===== src/design/assert_macros.svh =====
// ----------------------------------------------------------------------------
// Assertion macros
// Shared concurrent assertion forms for the periodic wrap block.
// ----------------------------------------------------------------------------
`ifndef ASSERT_MACROS_SVH
`define ASSERT_MACROS_SVH

// Same-cycle implication under asynchronous reset
`define AST_IMPLIES(lbl, clk, rst_n, ante, cons) \
	lbl: assert property (@(posedge clk) disable iff (!rst_n) (ante) |-> (cons)) \
		else $error("assertion failed");

// Implication after a fixed number of cycles
`define AST_DELAY(lbl, clk, rst_n, ante, n, cons) \
	lbl: assert property (@(posedge clk) disable iff (!rst_n) (ante) |-> ##(n) (cons)) \
		else $error("latency assertion failed");

`endif


===== src/design/pbw_pkg.sv =====
// ----------------------------------------------------------------------------
// pbw_pkg
// Widths, register indexes, types and helpers for the periodic wrap block.
// ----------------------------------------------------------------------------
package pbw_pkg;

	localparam int COORD_W       = 32;
	localparam int ELEM_W        = 21;
	localparam int ELEM_FRAC     = 16;
	localparam int ROW_W         = 3 * ELEM_W;
	localparam int LEN_RAW_W     = 20;
	localparam int BOX_W         = 3 * LEN_RAW_W;
	localparam int MODE_W        = 5;
	localparam int CFG_IDX_W     = 4;

	// skew and cell coordinate widths after a row sum and rounding
	localparam int SKEW_W        = COORD_W + ELEM_W + 2 - ELEM_FRAC;
	localparam int CART_W        = SKEW_W + ELEM_W + 2 - ELEM_FRAC;

	// divider: magnitude bits, two per stage
	localparam int DIV_BITS      = SKEW_W + 1;
	localparam int DIV_STAGES    = (DIV_BITS + 1) / 2;
	localparam int MATMUL_LAT    = 2;
	localparam int WRAP_LAT      = DIV_STAGES + 2;

	localparam int COORD_FRAC_BITS_DEF = 16;

	// register indexes
	localparam logic [CFG_IDX_W-1:0] REG_INV0 = 4'd0;
	localparam logic [CFG_IDX_W-1:0] REG_INV1 = 4'd1;
	localparam logic [CFG_IDX_W-1:0] REG_INV2 = 4'd2;
	localparam logic [CFG_IDX_W-1:0] REG_FWD0 = 4'd3;
	localparam logic [CFG_IDX_W-1:0] REG_FWD1 = 4'd4;
	localparam logic [CFG_IDX_W-1:0] REG_FWD2 = 4'd5;
	localparam logic [CFG_IDX_W-1:0] REG_BOX  = 4'd6;
	localparam logic [CFG_IDX_W-1:0] REG_MODE = 4'd7;

	// mode flag bits
	localparam int MODE_CART = 3;
	localparam int MODE_POS  = 4;
	localparam logic [MODE_W-1:0] MODE_RESET = 5'd8;
	localparam logic [ELEM_W-1:0] ELEM_ONE   = 21'd65536;

	typedef logic [ROW_W-1:0] row_t;
	typedef row_t [2:0] matrix_t;

	typedef struct packed {
		logic                 periodic;
		logic                 positive;
		logic [LEN_RAW_W-1:0] raw_len;
	} axis_cfg_t;

	// clamp a cell coordinate to the signed 32-bit range
	function automatic logic [COORD_W-1:0] sat_coord(input logic [CART_W-1:0] v);
		logic [CART_W-COORD_W:0] hi;
		logic [COORD_W-1:0]      r;
		hi = v[CART_W-1:COORD_W-1];
		if (hi == '0 || hi == '1) begin
			r = v[COORD_W-1:0];
		end else if (v[CART_W-1]) begin
			r = {1'b1, {(COORD_W-1){1'b0}}};
		end else begin
			r = {1'b0, {(COORD_W-1){1'b1}}};
		end
		return r;
	endfunction

endpackage


===== src/design/pbw_wrap_axis.sv =====
// ----------------------------------------------------------------------------
// pbw_wrap_axis
// Wraps one skew coordinate into its periodic window with a pipelined
// restoring divider that keeps only the floor remainder.
// ----------------------------------------------------------------------------
module pbw_wrap_axis #(
	parameter int COORD_FRAC_BITS = pbw_pkg::COORD_FRAC_BITS_DEF
) (
	input  logic                        clk,
	input  logic                        arst_n,
	input  logic                        in_valid,
	input  logic [pbw_pkg::SKEW_W-1:0]  s_in,
	input  pbw_pkg::axis_cfg_t          cfg,
	output logic                        out_valid,
	output logic [pbw_pkg::SKEW_W-1:0]  w_out
);
	import pbw_pkg::*;
	`include "assert_macros.svh"

	localparam int LSH = (COORD_FRAC_BITS >= 10) ? COORD_FRAC_BITS - 10 : 0;
	localparam int RSH = (COORD_FRAC_BITS < 10) ? 10 - COORD_FRAC_BITS : 0;
	localparam int LW  = LEN_RAW_W + LSH;
	localparam int DW  = LW + 1;
	localparam int AW  = SKEW_W + 2;
	localparam int MPW = 2 * DIV_STAGES;

	logic [LW-1:0]           len;
	logic [DW-1:0]           dvs;
	logic                    skip;
	logic signed [AW-1:0]    s_ext;
	logic signed [AW-1:0]    dvd;
	logic [AW-1:0]           mag;

	logic [DW-1:0]           rem_s  [DIV_STAGES+1];
	logic [MPW-1:0]          mag_s  [DIV_STAGES+1];
	logic [SKEW_W-1:0]       sv_s   [DIV_STAGES+1];
	logic                    neg_s  [DIV_STAGES+1];
	logic                    skip_s [DIV_STAGES+1];
	logic                    vld_s  [DIV_STAGES+1];

	logic [DW-1:0]           r_fin;
	logic signed [DW:0]      ctr_diff;
	logic [SKEW_W-1:0]       w_nxt;
	logic                    wrapped_sf;

	// box length in coordinate format; divisor is L or 2L
	assign len  = (LW'(cfg.raw_len) << LSH) >> RSH;
	assign skip = !cfg.periodic || (len == '0);
	assign dvs  = cfg.positive ? DW'(len) : {len, 1'b0};

	// dividend s or 2s+L, folded to a magnitude: floor(a/d) = ~(~a/d) for a < 0
	assign s_ext = AW'($signed(s_in));
	assign dvd   = cfg.positive ? s_ext : (s_ext <<< 1) + $signed(AW'(len));
	assign mag   = dvd[AW-1] ? ~dvd : dvd;

	// prep stage
	always_ff @(posedge clk) begin
		rem_s[0]  <= '0;
		mag_s[0]  <= MPW'(mag[DIV_BITS-1:0]);
		sv_s[0]   <= s_in;
		neg_s[0]  <= dvd[AW-1];
		skip_s[0] <= skip;
	end

	always_ff @(posedge clk or negedge arst_n) begin
		if (!arst_n) begin
			vld_s[0] <= 1'b0;
		end else begin
			vld_s[0] <= in_valid;
		end
	end

	// divider stages, two remainder bits per stage
	for (genvar g = 0; g < DIV_STAGES; g++) begin : g_div
		logic [DW-1:0] rem_nxt;

		always_comb begin
			logic [DW:0]   t;
			logic [DW-1:0] r;
			r = rem_s[g];
			for (int b = 0; b < 2; b++) begin
				t = {r, mag_s[g][MPW-1-b]};
				if (t >= {1'b0, dvs}) begin
					t = t - {1'b0, dvs};
				end
				r = t[DW-1:0];
			end
			rem_nxt = r;
		end

		always_ff @(posedge clk) begin
			rem_s[g+1]  <= rem_nxt;
			mag_s[g+1]  <= mag_s[g] << 2;
			sv_s[g+1]   <= sv_s[g];
			neg_s[g+1]  <= neg_s[g];
			skip_s[g+1] <= skip_s[g];
		end

		always_ff @(posedge clk or negedge arst_n) begin
			if (!arst_n) begin
				vld_s[g+1] <= 1'b0;
			end else begin
				vld_s[g+1] <= vld_s[g];
			end
		end
	end

	// floor remainder, then window placement
	always_comb begin
		r_fin    = neg_s[DIV_STAGES] ? dvs - DW'(1) - rem_s[DIV_STAGES] : rem_s[DIV_STAGES];
		ctr_diff = $signed({1'b0, r_fin}) - $signed((DW + 1)'(len));
		if (skip_s[DIV_STAGES]) begin
			w_nxt = sv_s[DIV_STAGES];
		end else if (cfg.positive) begin
			w_nxt = SKEW_W'(r_fin);
		end else begin
			w_nxt = SKEW_W'(ctr_diff >>> 1);
		end
	end

	// output stage
	always_ff @(posedge clk) begin
		w_out      <= w_nxt;
		wrapped_sf <= !skip_s[DIV_STAGES];
	end

	always_ff @(posedge clk or negedge arst_n) begin
		if (!arst_n) begin
			out_valid <= 1'b0;
		end else begin
			out_valid <= vld_s[DIV_STAGES];
		end
	end

	`AST_DELAY(a_wrap_lat, clk, arst_n, in_valid, WRAP_LAT, out_valid)
	`AST_IMPLIES(a_pos_nonneg, clk, arst_n, out_valid && wrapped_sf && cfg.positive, !w_out[SKEW_W-1])

endmodule


===== config.mk =====
export PLATFORM = sky130hd
export DESIGN_NAME = pbw_wrap_axis
export DESIGN_NICKNAME = d
export VERILOG_FILES = /design/src/design/pbw_pkg.sv /design/src/design/pbw_wrap_axis.sv
export VERILOG_INCLUDE_DIRS = /design/src /design/src/design
export SDC_FILE = /design/constraint.sdc
export NUM_CORES = 2
export LEC_CHECK = 0
export BUFFER_PORTS_ARGS = -buffer_cell sky130_fd_sc_hd__buf_2
export CAP_MARGIN = 30
export CORE_ASPECT_RATIO = 0.5
export CORE_MARGIN = 2
export CORE_UTILIZATION = 50
export DETAILED_ROUTE_END_ITERATION = 16
export PLACE_DENSITY = 0.75
export SKIP_LAST_GASP = 1
export SYNTH_ARGS = -nofsm -noshare
export SYNTH_HDL_FRONTEND = slang
export SYNTH_SLANG_ARGS = --single-unit

===== constraint.sdc =====
create_clock -name clk -period 6.9 [get_ports clk]
set_input_delay 0 -clock clk [delete_from_list [all_inputs] [get_ports clk]]
set_output_delay 0 -clock clk [all_outputs]
set_load 0.02 [all_outputs]

# Yosys cells after proc, flatten, opt, wreduce, memory -nomap -nowiden
# Memory sizes are Yosys's and may differ from the RTL's.
# Cells that the tools add are included.
[op_classes]
addsub = 44
n_mul = 0
n_div = 0
n_lt_le_gt_ge = 40
n_eq_ne = 0
shifts = 0
muxes = 46
n_bitwise = 1
reduce_logical = 3
[ops]
columns = ["operator", "n"]
rows = [
  ["$mux 27", 42],
  ["$ge 28x27->1", 40],
  ["$sub 27x27->27", 41],
  ["$mux 39", 2],
  ["$add 40x27->41", 1],
  ["$mux 41", 1],
  ["$mux 40", 1],
  ["$not 40->40", 1],
  ["$sub 27x26->28", 1],
  ["$sub 27x1->27 const B", 1],
  ["$logic_not 26->1", 1],
  ["$logic_not 1->1", 1],
  ["$logic_or 1x1->1", 1],
]
[totals]
regBits = 61
latch_bits = 0
ramBits = 2268
mem_bits_ro = 0
input_bits = 64
out_inout_bits = 40
word_cells = 162
mem_count = 5
[memory_table]
columns = ["name", "depth", "width", "read_ports", "rd_ports_with_merged_regs", "wr", "line_no", "rtl"]
rows = [
  ["mag_s", 21, 40, 20, 0, 21, "pbw_wrap_axis.sv:35", "logic [MPW-1:0] mag_s [DIV_STAGES+1];"],
  ["sv_s", 21, 39, 21, 0, 21, "pbw_wrap_axis.sv:36", "logic [SKEW_W-1:0] sv_s [DIV_STAGES+1];"],
  ["rem_s", 21, 27, 21, 0, 21, "pbw_wrap_axis.sv:34", "logic [DW-1:0] rem_s [DIV_STAGES+1];"],
  ["neg_s", 21, 1, 21, 0, 21, "pbw_wrap_axis.sv:37", "logic neg_s [DIV_STAGES+1];"],
  ["skip_s", 21, 1, 21, 0, 21, "pbw_wrap_axis.sv:38", "logic skip_s [DIV_STAGES+1];"],
]

# Logic depth before layout (Yosys ltp)
[logic_depth]
depth_word = 7
ltp_mapped = 29

# Worst setup path after synthesis
# No wires, ideal clock.
[synth_timing]
kind = "in2reg"
start = "in cfg[20] in the netlist's numbering"
end = "mem rem_s[1][88] in the netlist's numbering"
setup_time_ps = 121
arrival_time_ps = 12394
setup_slack_ps = -5615
stages = 26
path_buffers = 6
cell_sequence = "buf_1 -> clkbuf_1 -> clkbuf_1 -> clkbuf_1 -> mux2i_1 -> fa_1 -> a21oi_1 -> o211ai_1 -> a221oi_2 -> o311ai_1 -> nor2b_1 -> o21ai_1 -> clkbuf_1 -> mux2_2 -> ha_1 -> a21oi_1 -> o21ai_1 -> a221o_1 -> a2111oi_2 -> nor3_1 -> a211o_1 -> a21o_1 -> a31o_1 -> a211o_1 -> buf_6 -> mux2_4"
[synth_rtl]
columns = ["item", "line_no", "rtl"]
rows = [
  ["start: declaration", "pbw_wrap_axis.sv:13", "input pbw_pkg::axis_cfg_t cfg,"],
  ["end: declaration", "pbw_wrap_axis.sv:34", ""],
]

==> key figures <==
Run status
  • Outcome: completed

Worst setup path
  • CP dominant cell by count: buf_4
  • Cells on worst reg2reg path: 24
  • WP depth: 29
  • Critical path arrival: 7.27 ns
  • Buf+Inv Stages, Crit Path: 7
  • CP max FO: 21
  • Reg2reg start: rem_s[1][32]$_DFF_P_
  • CP startpoint: cfg[20]
  • Crit end category: flip-flop
  • Critical Path Start Type: input pin
  • Req. time, crit path: 7.54 ns
  • WS Path Type: in2reg
  • CP peak stage delay: 0.56 ns
  • CP max stage cell: dlygate4sd3_1
  • Family with the most delay on the worst path: compound AO/OA/AOI/OAI gates

Timing
  • RSZ-0062 raised after global routing: true
  • Highest clock rate: 151 MHz
  • Slew HR: 34.2%
  • Hold Fails Final Rpt: 0
  • Worst Tran Pin Value: 0.980 ns
  • Final slew viol count: 0
  • Min Tclk post-route: 6.63 ns
  • Layout Skew: approximately 0.096 ns
  • Final worst-path cycle share: between 90% and 100%
  • Final setup violation count: 0
  • Final critical-path setup slack: 0.272 ns
  • Setup TNS: 0 ns

Floorplanning
  • Initial Util: 50.2%
  • Die area: 0.184 mm²
  • Placement row count: 110
  • Die Y: about 300 µm
  • Core outline area: 0.180 mm²
  • # IOs: 104
  • Die X: roughly 610 µm

Global route
  • Largest net degree at the start of global routing: 39
  • Vias in the first global route: 67,100
  • Global-route wire length before repair: 369,000 µm
  • Antenna violations before repair: 19
  • Total congestion overflow: 0
  • Total Routing Usage GR: 25.1%

Clock network
  • Sinks on Clock Net: around 1,900
  • CTS tree: built
  • Num CTS Buffers: 167
  • CTS Buffer Depth: 4
  • CTS root buf: clkbuf_16
  • H-tree Lvls: 4
  • Clk Latency, worst-skew pair: 0.84 ns
  • Clock transition at path regs: about 0.07 ns

Run
  • Max-Cap Viols: 0

Yosys
  • Main synth FF type: dfxtp_1
  • Syn Inst Count: 9,218
  • YS warnings: 0
  • Syn Area/Cell: 9.80 µm²
  • Yosys reg bits: approximately 1,900
  • Post-synth cell types: 96
  • Async SR Flop Fraction: 1.17%
  • Post-synthesis sequential area ratio: between 40% and 50%
  • Post-Synthesis Cell Area: 0.0903 mm²
  • Post-Syn Nets: 10,200
  • Number of flops mapped to enable cells by yosys: 0

Cells and area
  • Area Overhead vs Synth: 13.3%
  • Most common cell after layout, fill and taps aside: dfxtp_1
  • Most frequent cells in the layout: 1,853 x dfxtp_1, 870 x ha_1, 703 x a21oi_1, 650 x nor2_1, 535 x nand2_1
  • Nets: 10,600
  • Share of cells above drive strength 1: 13.0%

Routing
  • Routed Antenna Nets: 0
  • Vias after detailed routing: 69,600
  • DRT iter0 DRCs: 5,414
  • Met2 wire len: 104,000 µm
  • Router iterations before antenna repair: 6
  • DRC: 0
  • DR top layer: met5
  • Met3 WL: 16,900 µm
  • Via/cell ratio: about 5.7
  • Routed wire length: 238,000 µm
  • M1 wire length: 109,000 µm
  • Drt wl/cell: 19.6 µm

Placement
  • Pre-CTS setup slack: roughly 0.11 ns
  • I/O Buffers: 103
  • Placer Congestion: 0.975
  • Post-DP HPWL: 176,000 µm

Worst hold path
  • Worst hold start: s_in[0]
  • Cell depth of the worst hold path: 4
  • Worst hold path class: in2reg
==> per-stage QoR <==
step | utilization (%) | std cells | cell area (µm²) | hold slack [ns]
global placement | 53.2 | 11700 | 95600 | -0.0243
detailed placement | 53.2 | 11700 | 95700 | -0.0116
finish | 57.0 | 12100 | 102000 | 0.0609
CTS | 56.9 | 12100 | 102000 | 0.0130
global route | 56.9 | 12100 | 102000 | 0.0196
floorplan | - | 9218 | 91200 | -0.296
==> timing repair <==
action | CTS | global route
buffers inserted | 0 | 4
hold buffers | 92 | 0
gates resized for setup | 0 | 7
endpoints found under the hold margin | 117 | 0
setup endpoints to repair | 0 | 75
==> Yosys cell counts (40+ instances only) <==
cell | instances | area [µm²]
dfxtp_1 | 1854 | 37100
ha_1 | 875 | 10900
a21oi_1 | 728 | 3640
nor2_1 | 650 | 2440
nand2_1 | 539 | 2020
xnor2_1 | 488 | 4270
mux2_2 | 475 | 5350
o21ai_0 | 458 | 2290
inv_1 | 395 | 1480
a21o_1 | 329 | 2470
xor2_1 | 228 | 2000
nor3_1 | 183 | 916
nand3_1 | 162 | 811
o21a_1 | 118 | 886
nor2b_1 | 107 | 669
o21bai_1 | 101 | 758
nand4_1 | 100 | 626
mux2i_1 | 99 | 991
clkbuf_1 | 94 | 353
nand2b_1 | 94 | 588
a211oi_1 | 81 | 608
and3_1 | 73 | 457
a31oi_1 | 63 | 394
nor4_1 | 54 | 338
o31ai_1 | 49 | 368
or3_1 | 49 | 307
buf_2 | 44 | 220
a21boi_0 | 41 | 308
o211ai_1 | 40 | 300
==> area by class of cell <==
type	instances	area, µm²
Antenna cell	9	22.5
Clock buffer	209	4640
Clock inverter	83	1020
Fill cell	15200	77400
Inverter	396	1490
Multi-Input combinational cell	6784	51300
Sequential cell	1876	37700
Tap cell	2408	3010
Timing Repair Buffer	380	3180
==> registers in the layout, summed over array words and instances, names as in the netlist <==
name       flops
vld_s         21
skip_s        21
neg_s         21
w_out         39
mag_s        420
sv_s         819
rem_s        534
out_valid      1
==> worst paths after layout <==
path                                         to  slack [ns]
setup / recovery           rem_s[0][88]$_DFF_P_        0.27
hold / removal              mag_s[0][0]$_DFF_P_        0.06
setup reg to reg           rem_s[1][72]$_DFF_P_        0.65
hold reg to reg            sv_s[16][10]$_DFF_P_        0.24
max in group asynchronous    vld_s[2]$_DFF_PN0_        6.21
min in group asynchronous   vld_s[11]$_DFF_PN0_        0.20
==> metal layers <==
metal | GRT usage [%] | vias up
met5 | 0 | -
met4 | 8.71 | 4
met3 | 4.54 | 529
met2 | 39.8 | 2313
met1 | 34.3 | 32700
li1 | - | 34000
==> kinds of logic (layout without fill, tap and decap cells) <==
| group | Yosys count | after routing | share of synthesized area, % |
|---|---|---|---|
| buf+inv | 558 | 1068 | 2.44 |
| simple gates | 2199 | 2199 | 11.7 |
| fa+ha+maj | 914 | 914 | 13.0 |
| xor+xnor | 716 | 716 | 6.94 |
| other cells | 0 | 9 | 0 |
| flops | 1876 | 1876 | 41.7 |
| mux | 592 | 592 | 7.32 |
| compound gates | 2363 | 2363 | 16.9 |
==> tightest hold or removal path: cells and delay by family <==
kind	cells	cell delay [ns]
XOR/XNOR	1	0.06
buffers and inverters	2	0.70
AND/OR/NAND/NOR	1	0.09
Power is left out: the tool's default activity adds up to more than one toggle a clock period on the data nets, which glitch-free logic cannot reach.
